$ cat src/rtl/core/dhsl_pkg.sv
`default_nettype none
package dhsl_pkg;

  // field widths
  localparam int unsigned OP_W      = 2;
  localparam int unsigned BYTE_W    = 8;
  localparam int unsigned WORD_W    = 32;
  localparam int unsigned WIDE_W    = 64;
  localparam int unsigned FLEN_W    = 40;
  localparam int unsigned STAT_W    = 3;
  localparam int unsigned CFG_IDX_W = 2;

  // header geometry
  localparam int unsigned HDR_BYTES = 32;
  localparam int unsigned HDR_W     = HDR_BYTES * BYTE_W;
  localparam int unsigned CNT_W     = $clog2(HDR_BYTES);
  localparam int unsigned STEP_W    = 3;

  // stream widths
  localparam int unsigned S_TDATA_W = BYTE_W + 3 * WORD_W;
  localparam int unsigned M_FIELD_W = 2 * WIDE_W + 2 * WORD_W + 1;
  localparam int unsigned M_TDATA_W = ((M_FIELD_W + 7) / 8) * 8;
  localparam int unsigned M_PAD_W   = M_TDATA_W - M_FIELD_W;

  // op codes
  localparam logic [OP_W-1:0] OP_BYTE  = 2'd0;
  localparam logic [OP_W-1:0] OP_READ  = 2'd1;
  localparam logic [OP_W-1:0] OP_WRITE = 2'd2;

  // result status codes
  localparam logic [STAT_W-1:0] STAT_OK      = 3'd0;
  localparam logic [STAT_W-1:0] STAT_BYTE    = 3'd1;
  localparam logic [STAT_W-1:0] STAT_CORRUPT = 3'd2;
  localparam logic [STAT_W-1:0] STAT_OOB     = 3'd3;
  localparam logic [STAT_W-1:0] STAT_WP      = 3'd4;
  localparam logic [STAT_W-1:0] STAT_NOHDR   = 3'd5;

  // configuration register indexes
  localparam logic [CFG_IDX_W-1:0] CFG_FILE_LEN = 2'd0;
  localparam logic [CFG_IDX_W-1:0] CFG_WR_PROT  = 2'd1;

  // drive type codes for the standard geometries
  localparam logic [WORD_W-1:0] TYPE_1440  = 32'h30;
  localparam logic [WORD_W-1:0] TYPE_1200  = 32'h90;
  localparam logic [WORD_W-1:0] TYPE_OTHER = 32'h10;
  localparam logic [WORD_W-1:0] STD_CYL    = 32'd80;
  localparam logic [WORD_W-1:0] STD_HEADS  = 32'd2;
  localparam logic [WORD_W-1:0] STD_BPS    = 32'd512;
  localparam logic [WORD_W-1:0] SPT_1440   = 32'd18;
  localparam logic [WORD_W-1:0] SPT_1200   = 32'd15;

  typedef enum logic [2:0] {
    RES_BYTE, RES_NOHDR, RES_WP, RES_OOB, RES_HDR, RES_REQ
  } res_kind_t;

  typedef enum logic [1:0] {A_TRACK, A_ACC_LO, A_ACC_HI, A_HDR_BPS} mul_a_t;

  typedef enum logic [2:0] {
    B_HC, B_SPT, B_BPS, B_HDR_SPT, B_HDR_HD, B_HDR_CYL
  } mul_b_t;

  typedef enum logic [1:0] {ACC_KEEP, ACC_PROD, ACC_HI} acc_op_t;

  typedef enum logic [1:0] {ADD_ZERO, ADD_HEAD, ADD_SM1, ADD_HLEN} add_sel_t;

  // controller to datapath
  typedef struct packed {
    logic      shift_byte;
    logic      latch_req;
    logic      mul_en;
    mul_a_t    a_sel;
    mul_b_t    b_sel;
    acc_op_t   acc_op;
    add_sel_t  add_sel;
    logic      lba_load;
    logic      out_load;
    res_kind_t kind;
  } cmd_t;

  // datapath to controller
  typedef struct packed {
    logic geo_valid;
    logic write_prot;
    logic in_bounds;
  } stat_t;

  // usual drive type code for a geometry
  function automatic logic [WORD_W-1:0] usual_type(
    input logic [WORD_W-1:0] cyl,
    input logic [WORD_W-1:0] hd,
    input logic [WORD_W-1:0] spt,
    input logic [WORD_W-1:0] bps
  );
    logic [WORD_W-1:0] code;
    code = TYPE_OTHER;
    if (cyl == STD_CYL && hd == STD_HEADS && bps == STD_BPS) begin
      if (spt == SPT_1440) begin
        code = TYPE_1440;
      end else if (spt == SPT_1200) begin
        code = TYPE_1200;
      end
    end
    return code;
  endfunction

endpackage
`default_nettype wire

$ cat src/rtl/core/dhsl_dp.sv
`default_nettype none
module dhsl_dp (
  input  wire logic                               clk,
  input  wire logic                               rst,
  input  wire logic                               cfg_we,
  input  wire logic [dhsl_pkg::CFG_IDX_W-1:0]     cfg_index,
  input  wire logic [dhsl_pkg::FLEN_W-1:0]        cfg_data,
  input  wire logic [dhsl_pkg::BYTE_W-1:0]        in_byte,
  input  wire logic [dhsl_pkg::WORD_W-1:0]        in_track,
  input  wire logic [dhsl_pkg::WORD_W-1:0]        in_head,
  input  wire logic [dhsl_pkg::WORD_W-1:0]        in_sector,
  input  wire dhsl_pkg::cmd_t                     cmd,
  output dhsl_pkg::stat_t                         stat,
  output logic [dhsl_pkg::STAT_W-1:0]             o_status,
  output logic [dhsl_pkg::WIDE_W-1:0]             o_offset,
  output logic [dhsl_pkg::WIDE_W-1:0]             o_block,
  output logic [dhsl_pkg::WORD_W-1:0]             o_dlen,
  output logic [dhsl_pkg::WORD_W-1:0]             o_type,
  output logic                                    o_match
);

  localparam int unsigned WW = dhsl_pkg::WORD_W;
  localparam int unsigned XW = dhsl_pkg::WIDE_W;

  // header word positions
  localparam int unsigned HW_RSV  = 0;
  localparam int unsigned HW_TYPE = 1;
  localparam int unsigned HW_HLEN = 2;
  localparam int unsigned HW_DSZ  = 3;
  localparam int unsigned HW_BPS  = 4;
  localparam int unsigned HW_SPT  = 5;
  localparam int unsigned HW_HD   = 6;
  localparam int unsigned HW_CYL  = 7;
  localparam logic [WW-1:0] MIN_HLEN = WW'(dhsl_pkg::HDR_BYTES);

  logic [dhsl_pkg::HDR_W-1:0]  hdr;
  logic [dhsl_pkg::FLEN_W-1:0] file_length;
  logic                        write_prot;
  logic                        geo_valid;
  logic [WW-1:0] g_hlen, g_bps, g_spt, g_hc, g_cyl;
  logic [WW-1:0] r_track, r_head, r_sm1;
  logic [XW-1:0] prod, acc, lba;

  logic [WW-1:0] w_rsv, w_type, w_hlen, w_dsz, w_bps, w_spt, w_hd, w_cyl;
  logic [WW-1:0] opa, opb, addend;
  logic [WW:0]   hsum;
  logic [XW-1:0] end_sum;
  logic          hdr_ok, past_end;

  logic [dhsl_pkg::STAT_W-1:0] status_next;
  logic [XW-1:0]               offset_next, block_next;
  logic [WW-1:0]               dlen_next, type_next;
  logic                        match_next;

  // header words, little-endian, first byte lowest
  assign w_rsv  = hdr[WW*HW_RSV  +: WW];
  assign w_type = hdr[WW*HW_TYPE +: WW];
  assign w_hlen = hdr[WW*HW_HLEN +: WW];
  assign w_dsz  = hdr[WW*HW_DSZ  +: WW];
  assign w_bps  = hdr[WW*HW_BPS  +: WW];
  assign w_spt  = hdr[WW*HW_SPT  +: WW];
  assign w_hd   = hdr[WW*HW_HD   +: WW];
  assign w_cyl  = hdr[WW*HW_CYL  +: WW];

  // status toward the controller
  assign stat.geo_valid  = geo_valid;
  assign stat.write_prot = write_prot;
  assign stat.in_bounds  = (in_track < g_cyl) && (in_head < g_hc) &&
                           (in_sector != '0) && (in_sector <= g_spt);

  // multiplier operand select
  always_comb begin
    unique case (cmd.a_sel)
      dhsl_pkg::A_TRACK:   opa = r_track;
      dhsl_pkg::A_ACC_LO:  opa = acc[WW-1:0];
      dhsl_pkg::A_ACC_HI:  opa = acc[XW-1:WW];
      dhsl_pkg::A_HDR_BPS: opa = w_bps;
    endcase
  end

  always_comb begin
    unique case (cmd.b_sel)
      dhsl_pkg::B_HC:      opb = g_hc;
      dhsl_pkg::B_SPT:     opb = g_spt;
      dhsl_pkg::B_BPS:     opb = g_bps;
      dhsl_pkg::B_HDR_SPT: opb = w_spt;
      dhsl_pkg::B_HDR_HD:  opb = w_hd;
      dhsl_pkg::B_HDR_CYL: opb = w_cyl;
      default:             opb = '0;
    endcase
  end

  always_comb begin
    unique case (cmd.add_sel)
      dhsl_pkg::ADD_ZERO: addend = '0;
      dhsl_pkg::ADD_HEAD: addend = r_head;
      dhsl_pkg::ADD_SM1:  addend = r_sm1;
      dhsl_pkg::ADD_HLEN: addend = g_hlen;
    endcase
  end

  // header check; acc holds the geometry product here
  assign hsum   = {1'b0, w_hlen} + {1'b0, acc[WW-1:0]};
  assign hdr_ok = (w_rsv == '0) && (w_hlen >= MIN_HLEN) &&
                  (w_bps != '0) && (w_spt != '0) && (w_hd != '0) && (w_cyl != '0) &&
                  ((w_dsz == '0) || ({{(XW-WW){1'b0}}, w_dsz} == acc)) &&
                  ({{(dhsl_pkg::FLEN_W-WW-1){1'b0}}, hsum} <= file_length);

  // sector end past end of file; acc holds the byte offset here
  assign end_sum  = acc + {{(XW-WW){1'b0}}, g_bps};
  assign past_end = end_sum > {{(XW-dhsl_pkg::FLEN_W){1'b0}}, file_length};

  // result formation
  always_comb begin
    status_next = dhsl_pkg::STAT_CORRUPT;
    offset_next = '0;
    block_next  = '0;
    dlen_next   = '0;
    type_next   = '0;
    match_next  = 1'b0;
    unique case (cmd.kind)
      dhsl_pkg::RES_BYTE:  status_next = dhsl_pkg::STAT_BYTE;
      dhsl_pkg::RES_NOHDR: status_next = dhsl_pkg::STAT_NOHDR;
      dhsl_pkg::RES_WP:    status_next = dhsl_pkg::STAT_WP;
      dhsl_pkg::RES_OOB:   status_next = dhsl_pkg::STAT_OOB;
      dhsl_pkg::RES_HDR: begin
        if (hdr_ok) begin
          status_next = dhsl_pkg::STAT_OK;
          dlen_next   = acc[WW-1:0];
          type_next   = w_type;
          match_next  = (dhsl_pkg::usual_type(w_cyl, w_hd, w_spt, w_bps) == w_type);
        end
      end
      dhsl_pkg::RES_REQ: begin
        status_next = past_end ? dhsl_pkg::STAT_CORRUPT : dhsl_pkg::STAT_OK;
        offset_next = acc;
        block_next  = lba;
      end
      default: status_next = dhsl_pkg::STAT_CORRUPT;
    endcase
  end

  // control-relevant registers
  always_ff @(posedge clk) begin
    if (rst) begin
      file_length <= '0;
      write_prot  <= 1'b0;
      geo_valid   <= 1'b0;
    end else begin
      if (cfg_we) begin
        if (cfg_index == dhsl_pkg::CFG_FILE_LEN) begin
          file_length <= cfg_data;
        end else if (cfg_index == dhsl_pkg::CFG_WR_PROT) begin
          write_prot <= cfg_data[0];
        end
      end
      if (cmd.out_load && cmd.kind == dhsl_pkg::RES_HDR) begin
        geo_valid <= hdr_ok;
      end
    end
  end

  // payload registers
  always_ff @(posedge clk) begin
    if (cmd.shift_byte) begin
      hdr <= {in_byte, hdr[dhsl_pkg::HDR_W-1:dhsl_pkg::BYTE_W]};
    end
    if (cmd.latch_req) begin
      r_track <= in_track;
      r_head  <= in_head;
      r_sm1   <= in_sector - WW'(1);
    end
    // one 32x32 multiply per cycle while mul_en is set
    if (cmd.mul_en) begin
      prod <= XW'(opa) * XW'(opb);
    end
    // accumulate low product or fold in high partial product
    unique case (cmd.acc_op)
      dhsl_pkg::ACC_KEEP: acc <= acc;
      dhsl_pkg::ACC_PROD: acc <= prod + {{(XW-WW){1'b0}}, addend};
      dhsl_pkg::ACC_HI:   acc <= acc + {prod[WW-1:0], addend};
      default:            acc <= acc;
    endcase
    if (cmd.lba_load) begin
      lba <= acc;
    end
    // geometry is taken only from a header that passed
    if (cmd.out_load && cmd.kind == dhsl_pkg::RES_HDR && hdr_ok) begin
      g_hlen <= w_hlen;
      g_bps  <= w_bps;
      g_spt  <= w_spt;
      g_hc   <= w_hd;
      g_cyl  <= w_cyl;
    end
    if (cmd.out_load) begin
      o_status <= status_next;
      o_offset <= offset_next;
      o_block  <= block_next;
      o_dlen   <= dlen_next;
      o_type   <= type_next;
      o_match  <= match_next;
    end
  end

endmodule
`default_nettype wire

$ cat src/rtl/core/dhsl_ctrl.sv
`default_nettype none
module dhsl_ctrl (
  input  wire logic                        clk,
  input  wire logic                        rst,
  input  wire logic                        s_valid,
  output logic                             s_ready,
  input  wire logic [dhsl_pkg::OP_W-1:0]   s_op,
  output logic                             m_valid,
  input  wire logic                        m_ready,
  output dhsl_pkg::cmd_t                   cmd,
  input  wire dhsl_pkg::stat_t             stat
);

  typedef enum logic [1:0] {ST_IDLE, ST_REQ, ST_HDR, ST_FIN} state_t;

  localparam logic [dhsl_pkg::CNT_W-1:0]  CNT_LAST  = dhsl_pkg::CNT_W'(dhsl_pkg::HDR_BYTES - 1);
  localparam logic [dhsl_pkg::STEP_W-1:0] STEP_LAST = {dhsl_pkg::STEP_W{1'b1}};

  state_t                         state;
  logic [dhsl_pkg::STEP_W-1:0]    step;
  logic [dhsl_pkg::CNT_W-1:0]     byte_count;
  dhsl_pkg::res_kind_t            kind;
  logic                           s_fire, out_free, is_req;

  assign s_ready  = (state == ST_IDLE);
  assign s_fire   = s_valid && s_ready;
  assign out_free = !m_valid || m_ready;
  assign is_req   = (s_op == dhsl_pkg::OP_READ) || (s_op == dhsl_pkg::OP_WRITE);

  // command decode from state and step
  always_comb begin
    cmd            = '0;
    cmd.shift_byte = s_fire && (s_op == dhsl_pkg::OP_BYTE);
    cmd.latch_req  = s_fire && is_req;
    cmd.kind       = kind;
    cmd.out_load   = (state == ST_FIN) && out_free;
    unique case (state)
      // lba = ((t*hc + h)*spt) + s-1, then offset = hlen + lba*bps
      ST_REQ: begin
        unique case (step)
          3'd0: begin
            cmd.mul_en = 1'b1; cmd.a_sel = dhsl_pkg::A_TRACK; cmd.b_sel = dhsl_pkg::B_HC;
          end
          3'd1: begin
            cmd.acc_op = dhsl_pkg::ACC_PROD; cmd.add_sel = dhsl_pkg::ADD_HEAD;
          end
          3'd2: begin
            cmd.mul_en = 1'b1; cmd.a_sel = dhsl_pkg::A_ACC_LO; cmd.b_sel = dhsl_pkg::B_SPT;
          end
          3'd3: begin
            cmd.acc_op = dhsl_pkg::ACC_PROD; cmd.add_sel = dhsl_pkg::ADD_ZERO;
            cmd.mul_en = 1'b1; cmd.a_sel = dhsl_pkg::A_ACC_HI; cmd.b_sel = dhsl_pkg::B_SPT;
          end
          3'd4: begin
            cmd.acc_op = dhsl_pkg::ACC_HI; cmd.add_sel = dhsl_pkg::ADD_SM1;
          end
          3'd5: begin
            cmd.lba_load = 1'b1;
            cmd.mul_en = 1'b1; cmd.a_sel = dhsl_pkg::A_ACC_LO; cmd.b_sel = dhsl_pkg::B_BPS;
          end
          3'd6: begin
            cmd.acc_op = dhsl_pkg::ACC_PROD; cmd.add_sel = dhsl_pkg::ADD_HLEN;
            cmd.mul_en = 1'b1; cmd.a_sel = dhsl_pkg::A_ACC_HI; cmd.b_sel = dhsl_pkg::B_BPS;
          end
          3'd7: begin
            cmd.acc_op = dhsl_pkg::ACC_HI; cmd.add_sel = dhsl_pkg::ADD_ZERO;
          end
        endcase
      end
      // product = bps*spt*heads*cylinders, modulo 2^64
      ST_HDR: begin
        unique case (step)
          3'd0: begin
            cmd.mul_en = 1'b1; cmd.a_sel = dhsl_pkg::A_HDR_BPS;
            cmd.b_sel = dhsl_pkg::B_HDR_SPT;
          end
          3'd1: begin
            cmd.acc_op = dhsl_pkg::ACC_PROD; cmd.add_sel = dhsl_pkg::ADD_ZERO;
          end
          3'd2: begin
            cmd.mul_en = 1'b1; cmd.a_sel = dhsl_pkg::A_ACC_LO; cmd.b_sel = dhsl_pkg::B_HDR_HD;
          end
          3'd3: begin
            cmd.acc_op = dhsl_pkg::ACC_PROD; cmd.add_sel = dhsl_pkg::ADD_ZERO;
            cmd.mul_en = 1'b1; cmd.a_sel = dhsl_pkg::A_ACC_HI; cmd.b_sel = dhsl_pkg::B_HDR_HD;
          end
          3'd4: begin
            cmd.acc_op = dhsl_pkg::ACC_HI; cmd.add_sel = dhsl_pkg::ADD_ZERO;
          end
          3'd5: begin
            cmd.mul_en = 1'b1; cmd.a_sel = dhsl_pkg::A_ACC_LO;
            cmd.b_sel = dhsl_pkg::B_HDR_CYL;
          end
          3'd6: begin
            cmd.acc_op = dhsl_pkg::ACC_PROD; cmd.add_sel = dhsl_pkg::ADD_ZERO;
            cmd.mul_en = 1'b1; cmd.a_sel = dhsl_pkg::A_ACC_HI;
            cmd.b_sel = dhsl_pkg::B_HDR_CYL;
          end
          3'd7: begin
            cmd.acc_op = dhsl_pkg::ACC_HI; cmd.add_sel = dhsl_pkg::ADD_ZERO;
          end
        endcase
      end
      default: begin
      end
    endcase
  end

  // state, counters and output valid
  always_ff @(posedge clk) begin
    if (rst) begin
      state      <= ST_IDLE;
      step       <= '0;
      byte_count <= '0;
      kind       <= dhsl_pkg::RES_BYTE;
      m_valid    <= 1'b0;
    end else begin
      if (m_valid && m_ready) begin
        m_valid <= 1'b0;
      end
      unique case (state)
        ST_IDLE: begin
          if (s_fire) begin
            if (s_op == dhsl_pkg::OP_BYTE) begin
              if (byte_count == CNT_LAST) begin
                byte_count <= '0;
                kind       <= dhsl_pkg::RES_HDR;
                state      <= ST_HDR;
              end else begin
                byte_count <= byte_count + dhsl_pkg::CNT_W'(1);
                kind       <= dhsl_pkg::RES_BYTE;
                state      <= ST_FIN;
              end
            end else if (is_req) begin
              // no header, then write protect, then bounds
              if (!stat.geo_valid) begin
                kind  <= dhsl_pkg::RES_NOHDR;
                state <= ST_FIN;
              end else if (s_op == dhsl_pkg::OP_WRITE && stat.write_prot) begin
                kind  <= dhsl_pkg::RES_WP;
                state <= ST_FIN;
              end else if (!stat.in_bounds) begin
                kind  <= dhsl_pkg::RES_OOB;
                state <= ST_FIN;
              end else begin
                kind  <= dhsl_pkg::RES_REQ;
                state <= ST_REQ;
              end
            end
          end
        end
        ST_REQ, ST_HDR: begin
          step <= step + dhsl_pkg::STEP_W'(1);
          if (step == STEP_LAST) begin
            state <= ST_FIN;
          end
        end
        ST_FIN: begin
          if (out_free) begin
            m_valid <= 1'b1;
            state   <= ST_IDLE;
          end
        end
      endcase
    end
  end

  a_byte_count: assert property (@(posedge clk) disable iff (rst)
    s_fire && s_op == dhsl_pkg::OP_BYTE && byte_count != CNT_LAST |=>
      byte_count == dhsl_pkg::CNT_W'($past(byte_count) + dhsl_pkg::CNT_W'(1)))
    else $error("header byte count did not advance");

  a_last_byte: assert property (@(posedge clk) disable iff (rst)
    s_fire && s_op == dhsl_pkg::OP_BYTE && byte_count == CNT_LAST |=>
      state == ST_HDR && step == '0 && byte_count == '0)
    else $error("last header byte did not start the header check");

  a_idle_step: assert property (@(posedge clk) disable iff (rst)
    state == ST_IDLE |-> step == '0)
    else $error("sequence step not cleared in idle");

  a_nohdr: assert property (@(posedge clk) disable iff (rst)
    s_fire && is_req && !stat.geo_valid |=>
      state == ST_FIN && kind == dhsl_pkg::RES_NOHDR)
    else $error("request without geometry not rejected");

endmodule
`default_nettype wire

$ cat src/rtl/core/disk_image_header_and_sector_locator.sv
// Disk image header checker and sector locator.
// Input stream (s_axis): tuser carries the op (header byte, sector read,
// sector write); tdata carries header_byte, track, head and sector. Header
// bytes are taken in file order; the 32nd byte triggers the header check.
// Output stream (m_axis): one result per item; tuser is the status, tdata
// holds byte_offset, block_number, data_length, stored_type, type_matches.
// Config channel: cfg_index 0 writes the file length, 1 the write protect;
// other indexes are ignored. Write only while no item is in flight.
// A header byte or a rejected request goes straight to the final step,
// where its result enters the output register; the last header byte and
// a checked request first take eight steps through one shared 32x32
// multiplier and accumulator. One item is in work at a time; op code 3 is
// consumed with no result. A finished result sits in the output register,
// and the next item is accepted while it waits; that item stalls in its
// final step until the output register is free.
// Reset clears the byte count, the header-valid flag and both config
// registers; requests before a good header report no valid header.
`default_nettype none
module disk_image_header_and_sector_locator (
  input  wire logic                                clk,
  input  wire logic                                rst,
  input  wire logic                                s_axis_tvalid,
  output logic                                     s_axis_tready,
  // tdata: header_byte[7:0], track[39:8], head[71:40], sector[103:72]
  input  wire logic [dhsl_pkg::S_TDATA_W-1:0]      s_axis_tdata,
  // tuser: op[1:0]
  input  wire logic [dhsl_pkg::OP_W-1:0]           s_axis_tuser,
  output logic                                     m_axis_tvalid,
  input  wire logic                                m_axis_tready,
  // tdata: byte_offset[63:0], block_number[127:64], data_length[159:128],
  //        stored_type[191:160], type_matches[192], zero pad above
  output logic [dhsl_pkg::M_TDATA_W-1:0]           m_axis_tdata,
  // tuser: status[2:0]
  output logic [dhsl_pkg::STAT_W-1:0]              m_axis_tuser,
  input  wire logic                                cfg_valid,
  output logic                                     cfg_ready,
  input  wire logic [dhsl_pkg::CFG_IDX_W-1:0]      cfg_index,
  input  wire logic [dhsl_pkg::FLEN_W-1:0]         cfg_data
);

  localparam int unsigned BW = dhsl_pkg::BYTE_W;
  localparam int unsigned WW = dhsl_pkg::WORD_W;

  dhsl_pkg::cmd_t  cmd;
  dhsl_pkg::stat_t stat;

  logic [dhsl_pkg::WIDE_W-1:0] o_offset, o_block;
  logic [WW-1:0]               o_dlen, o_type;
  logic                        o_match;

  // config writes are always taken
  assign cfg_ready = 1'b1;

  dhsl_ctrl u_ctrl (
    .clk     (clk),
    .rst     (rst),
    .s_valid (s_axis_tvalid),
    .s_ready (s_axis_tready),
    .s_op    (s_axis_tuser),
    .m_valid (m_axis_tvalid),
    .m_ready (m_axis_tready),
    .cmd     (cmd),
    .stat    (stat)
  );

  dhsl_dp u_dp (
    .clk       (clk),
    .rst       (rst),
    .cfg_we    (cfg_valid && cfg_ready),
    .cfg_index (cfg_index),
    .cfg_data  (cfg_data),
    .in_byte   (s_axis_tdata[BW-1:0]),
    .in_track  (s_axis_tdata[BW +: WW]),
    .in_head   (s_axis_tdata[BW + WW +: WW]),
    .in_sector (s_axis_tdata[BW + 2*WW +: WW]),
    .cmd       (cmd),
    .stat      (stat),
    .o_status  (m_axis_tuser),
    .o_offset  (o_offset),
    .o_block   (o_block),
    .o_dlen    (o_dlen),
    .o_type    (o_type),
    .o_match   (o_match)
  );

  // result packing, first field lowest
  assign m_axis_tdata = {{dhsl_pkg::M_PAD_W{1'b0}}, o_match, o_type, o_dlen,
                         o_block, o_offset};

endmodule
`default_nettype wire

$ cat config.mk
export PLATFORM = sky130hd
export DESIGN_NAME = disk_image_header_and_sector_locator
export DESIGN_NICKNAME = d
export VERILOG_FILES = /design/src/rtl/core/dhsl_pkg.sv /design/src/rtl/core/dhsl_dp.sv /design/src/rtl/core/dhsl_ctrl.sv /design/src/rtl/core/disk_image_header_and_sector_locator.sv
export SDC_FILE = /design/constraint.sdc
export NUM_CORES = 2
export LEC_CHECK = 0
export BUFFER_PORTS_ARGS = -buffer_cell sky130_fd_sc_hd__buf_2
export CORE_ASPECT_RATIO = 0.75
export CORE_MARGIN = 2
export CORE_UTILIZATION = 55
export CTS_BUF_LIST = sky130_fd_sc_hd__clkbuf_16
export CTS_CLUSTER_DIAMETER = 60
export DETAILED_ROUTE_END_ITERATION = 8
export HOLD_SLACK_MARGIN = 0.05
export PLACE_DENSITY = 0.79
export RECOVER_POWER = 100
export SYNTH_ARGS = -nofsm -noshare
export SYNTH_HDL_FRONTEND = slang
export SYNTH_HIERARCHICAL = 1
export SYNTH_SLANG_ARGS = --single-unit
$ cat constraint.sdc
create_clock -name clk -period 15.1 [get_ports clk]
set_input_delay 1.51 -clock clk [delete_from_list [all_inputs] [get_ports clk]]
set_output_delay 1.51 -clock clk [all_outputs]
set_load 0.05 [all_outputs]
==> impl_metrics.py <==
metrics = {
    "clocking": {
        "cts_buffers": 93,
        "clkTransAtPathRegs_ns": 0.07,
        "clockBufferDepth": 3,
        "cts_resized": 0,
        "clkSinkCount": 956,
        "cts_setup_buffers": 0,
        "htreeDepth": 3,
        "tritoncts": "built",
        "root_buffer": "clkbuf_16",
        "clk_latency_ns": 0.74,
        "cts_hold_buf": 0,
    },
    "logic_synthesis": {
        "synthArstFlopShare_pct": 0,
        "synth_area_per_cell_um2": 10.3,
        "synth_xor_area_share_pct": 3.28,
        "synth_area_um2": 82300,
        "synth_compound_area_share_pct": 9.59,
        "synth_mux_area_share_pct": 1.45,
        "synth_ff_type": "edfxtp_1",
        "synth-edff-count": 900,
        "synth.distinct_cells": 102,
        "yosys.area_share.simple_pct": 13.5,
        "ys_warn_count": 6,
        "synth_seq_cells": 956,
        "ys_seq_area_share_pct": 34.2,
        "synth_fa_ha_area_share_pct": 31.1,
        "synth_top_family_by_area": "adder cells",
        "synthCells": 8008,
    },
    "route": {
        "firstDrtPassIters": 7,
        "wirelength_um": 312000,
        "via_count": 65091,
        "ant_nets": 0,
        "drt-initial-drc-count": 8711,
        "vias_per_cell": 6.27,
        "drc": 0,
        "wl_per_cell_um": 30.1,
    },
    "timing": {
        "finalSetupViolCount": 0,
        "drv_slew": 1074,
        "min_period_ns": 13.79,
        "fin_tns_setup_ns": 0,
        "worst_slew_pin_slew_ns": 6.27,
        "finalHoldViolCount": 0,
        "rsz0062_at_grt": "false",
        "period_share_pct": 91.3,
        "max_clock_freq_mhz": 72.5,
        "fin_skew_ns": 0.0513,
        "max_slew_margin_pct": -318,
    },
    "status": {
        "violations": "capacitance limit, slew limit",
        "status": "finished, violations left",
    },
    "floorplanning": {
        "io_pins": 359,
        "die_x_um": 451,
        "core_area_um2": 148000,
        "std_cell_rows": 122,
        "dieArea_um2": 153000,
        "start_util_pct": 55.6,
        "die_h_um": 339,
    },
    "critical_path": {
        "cpMostUsedCell": "fa_1",
        "critPathRequiredTime_ns": 15.58,
        "worstRegToRegCells": 35,
        "crit_start": "u_ctrl/state[0]",
        "crit_arrival_ns": 14.27,
        "r2r-start": "u_ctrl/state[0]",
        "path_class": "reg2reg",
        "cp-endpoint": "u_dp/prod[60]",
        "start_kind": "flop",
        "critPathSlowestCell": "clkbuf_1",
        "crit_path_end_kind": "flop",
        "max_stage_delay_ns": 1.29,
        "cp_max_fo": 25,
        "reg2reg_to": "u_dp/prod[60]",
        "ff2ff_setup_slack_ns": 1.31,
    },
    "placement": {
        "placed_cells": 10189,
        "port-buffer-count": 350,
        "routabilityCongestion": 1.08,
        "hpwl_um": 246000,
    },
    "global_routing": {
        "grt_max_degree": 140,
        "grt_remaining_overflow": 0,
        "antenna_found_initial": 31,
        "grt_pass1_vias": 63466,
        "track_usage_pct": 40.4,
        "grt_pass1_wl_um": 443000,
    },
    "final_layout": {
        "final_nets": 9959,
        "drive_above_1_share_pct": 5.28,
        "finalNonFillerCells": 10376,
        "syn_to_final_growth_pct": 8.23,
        "fillers": 12479,
    },
    "min_path": {
        "hold_class": "reg2reg",
        "hp-start": "u_dp/hdr[36]",
    },
    "job": {
        "drv_cap": 19,
    },
}
[metal layers]
metal	global-route usage [%]	vias to the layer above	part of all wire, %
li1	-	27426	-
met1	55.6	32127	39
met2	53.6	4710	39
met3	20.7	808	18
met4	16.0	20	5.1
met5	0.281	-	0.089
[how the worst min path moves through the flow]
stage | to | slack, ns | depth (start not counted)
floorplan | u_dp/hdr[28] | 0.42 | 0
global placement | u_dp/hdr[6] | 0.43 | 0
detailed placement | u_dp/hdr[28] | 0.43 | 0
CTS | u_dp/hdr[28] | 0.45 | 0
global route | u_dp/hdr[8] | 0.46 | 0
finish | u_dp/hdr[28] | 0.45 | 0
[flip-flops by register name (all words and copies together), names as in the netlist, 3 cells and up]
name,cells
u_dp/o_dlen,32
u_dp/r_head,32
u_dp/prod,64
u_dp/g_cyl,32
u_dp/o_type,32
u_ctrl/byte_count,5
u_dp/hdr,256
u_dp/acc,64
u_dp/o_block,64
u_dp/o_status,3
u_dp/r_sm1,32
u_dp/o_offset,64
u_dp/g_hlen,32
u_dp/g_bps,32
u_dp/lba,64
u_dp/r_track,32
u_ctrl/kind,3
u_dp/g_hc,32
u_dp/file_length,40
u_dp/g_spt,32
u_ctrl/step,3
[per-stage QoR]
step	hold slack (ns)	utilization, %	cell area [um2]	worst slack [ns]
after detailed placement	0.434	58.6	86800	2.81
after CTS	0.450	60.7	89800	2.83
after floorplan	0.417	-	82300	3.92
after global placement	0.432	58.6	86800	3.02
after global routing	0.460	60.1	89100	0.985
final	0.449	60.2	89100	1.31
[critical path, delay by kind of cell (launching register included)]
family / cells / cell delay (ns)
fa+ha+maj: 10 / 4.44
buf+inv: 7 / 2.13
compound gates: 10 / 4.42
simple gates: 6 / 1.59
mux: 1 / 0.43
xor+xnor: 1 / 0.08
flops: 1 / 0.37
[Yosys cell counts (all sizes together) (21+ instances only)]
library cell / instances / area share [%]
fa: 900 / 22
a22o: 31 / 0.33
o211ai: 24 / 0.24
edfxtp: 900 / 33
buf: 33 / 0.21
a31oi: 40 / 0.33
mux2: 66 / 0.90
o21bai: 44 / 0.40
inv: 1154 / 5.3
xnor2: 185 / 2.0
nor2b: 40 / 0.30
or3: 21 / 0.16
nor4: 86 / 0.66
o21a: 60 / 0.55
and2: 220 / 1.7
ha: 606 / 9.2
nand2b: 44 / 0.33
a211oi: 36 / 0.33
a22oi: 95 / 0.87
a21oi: 345 / 2.1
nor3: 83 / 0.53
clkbuf: 310 / 1.4
nand3: 123 / 0.76
nor2: 765 / 3.5
xor2: 123 / 1.3
a21o: 149 / 1.4
mux2i: 43 / 0.52
o21ai: 227 / 1.4
dfxtp: 56 / 1.4
nand4: 105 / 0.81
and3: 73 / 0.56
nand2: 809 / 3.7
[logic make-up after synthesis]
family	Yosys count
other	2
AO/OA/AOI/OAI	1206
AND/OR/NAND/NOR	2422
buffers and inverters	1498
flip-flops	956
XOR/XNOR	308
adder cells (fa/ha/maj)	1506
multiplexers	110
[cell type report]
cell class / count / area, um2 / area share [%]
Sequential cell: 956 / 28100 / 31.6
Tap cell: 1984 / 2480 / 2.79
Multi-Input combinational cell: 5560 / 48600 / 54.5
Antenna cell: 20 / 50.0 / 0.0562
Clock buffer: 94 / 2350 / 2.64
Inverter: 1155 / 4340 / 4.87
Timing Repair Buffer: 534 / 2490 / 2.80
Clock inverter: 73 / 631 / 0.708
[cell usage in the layout (no fill, tap or decap), types with 13 or more instances in the layout]
| cell | netlist | final |
|---|---|---|
| buf_2 | 5 | 84 |
| diode_2 | 0 | 20 |
| o21ai_1 | 51 | 36 |
| clkbuf_1 | 308 | 348 |
| and2_1 | 220 | 92 |
| a211oi_1 | 35 | 36 |
| nand4_1 | 104 | 105 |
| nand2b_1 | 44 | 44 |
| and3_1 | 72 | 71 |
| xor2_1 | 123 | 123 |
| o31ai_1 | 16 | 17 |
| nand2_1 | 809 | 809 |
| o211ai_1 | 21 | 22 |
| a22o_1 | 31 | 31 |
| nor2_1 | 765 | 765 |
| clkbuf_16 | 0 | 94 |
| xnor2_1 | 185 | 185 |
| or3_1 | 21 | 21 |
| a22oi_1 | 95 | 95 |
| mux2i_1 | 43 | 43 |
| edfxtp_1 | 900 | 900 |
| buf_4 | 11 | 102 |
| nor3_1 | 79 | 78 |
| o21bai_1 | 44 | 44 |
| a211o_1 | 13 | 13 |
| a31oi_1 | 38 | 40 |
| a21oi_1 | 341 | 343 |
| and2_0 | 0 | 128 |
| clkinv_1 | 1 | 17 |
| o21a_1 | 60 | 60 |
| dfxtp_1 | 56 | 56 |
| nand3_1 | 122 | 122 |
| a21o_1 | 147 | 147 |
| nor4_1 | 85 | 85 |
| ha_1 | 606 | 605 |
| fa_1 | 900 | 900 |
| o21ai_0 | 175 | 186 |
| mux2_2 | 66 | 65 |
| inv_1 | 1153 | 1169 |
| nor2b_1 | 40 | 39 |
Power is not shown: default switching activity piles up to over one toggle a cycle in this logic, so the estimate is an artifact.
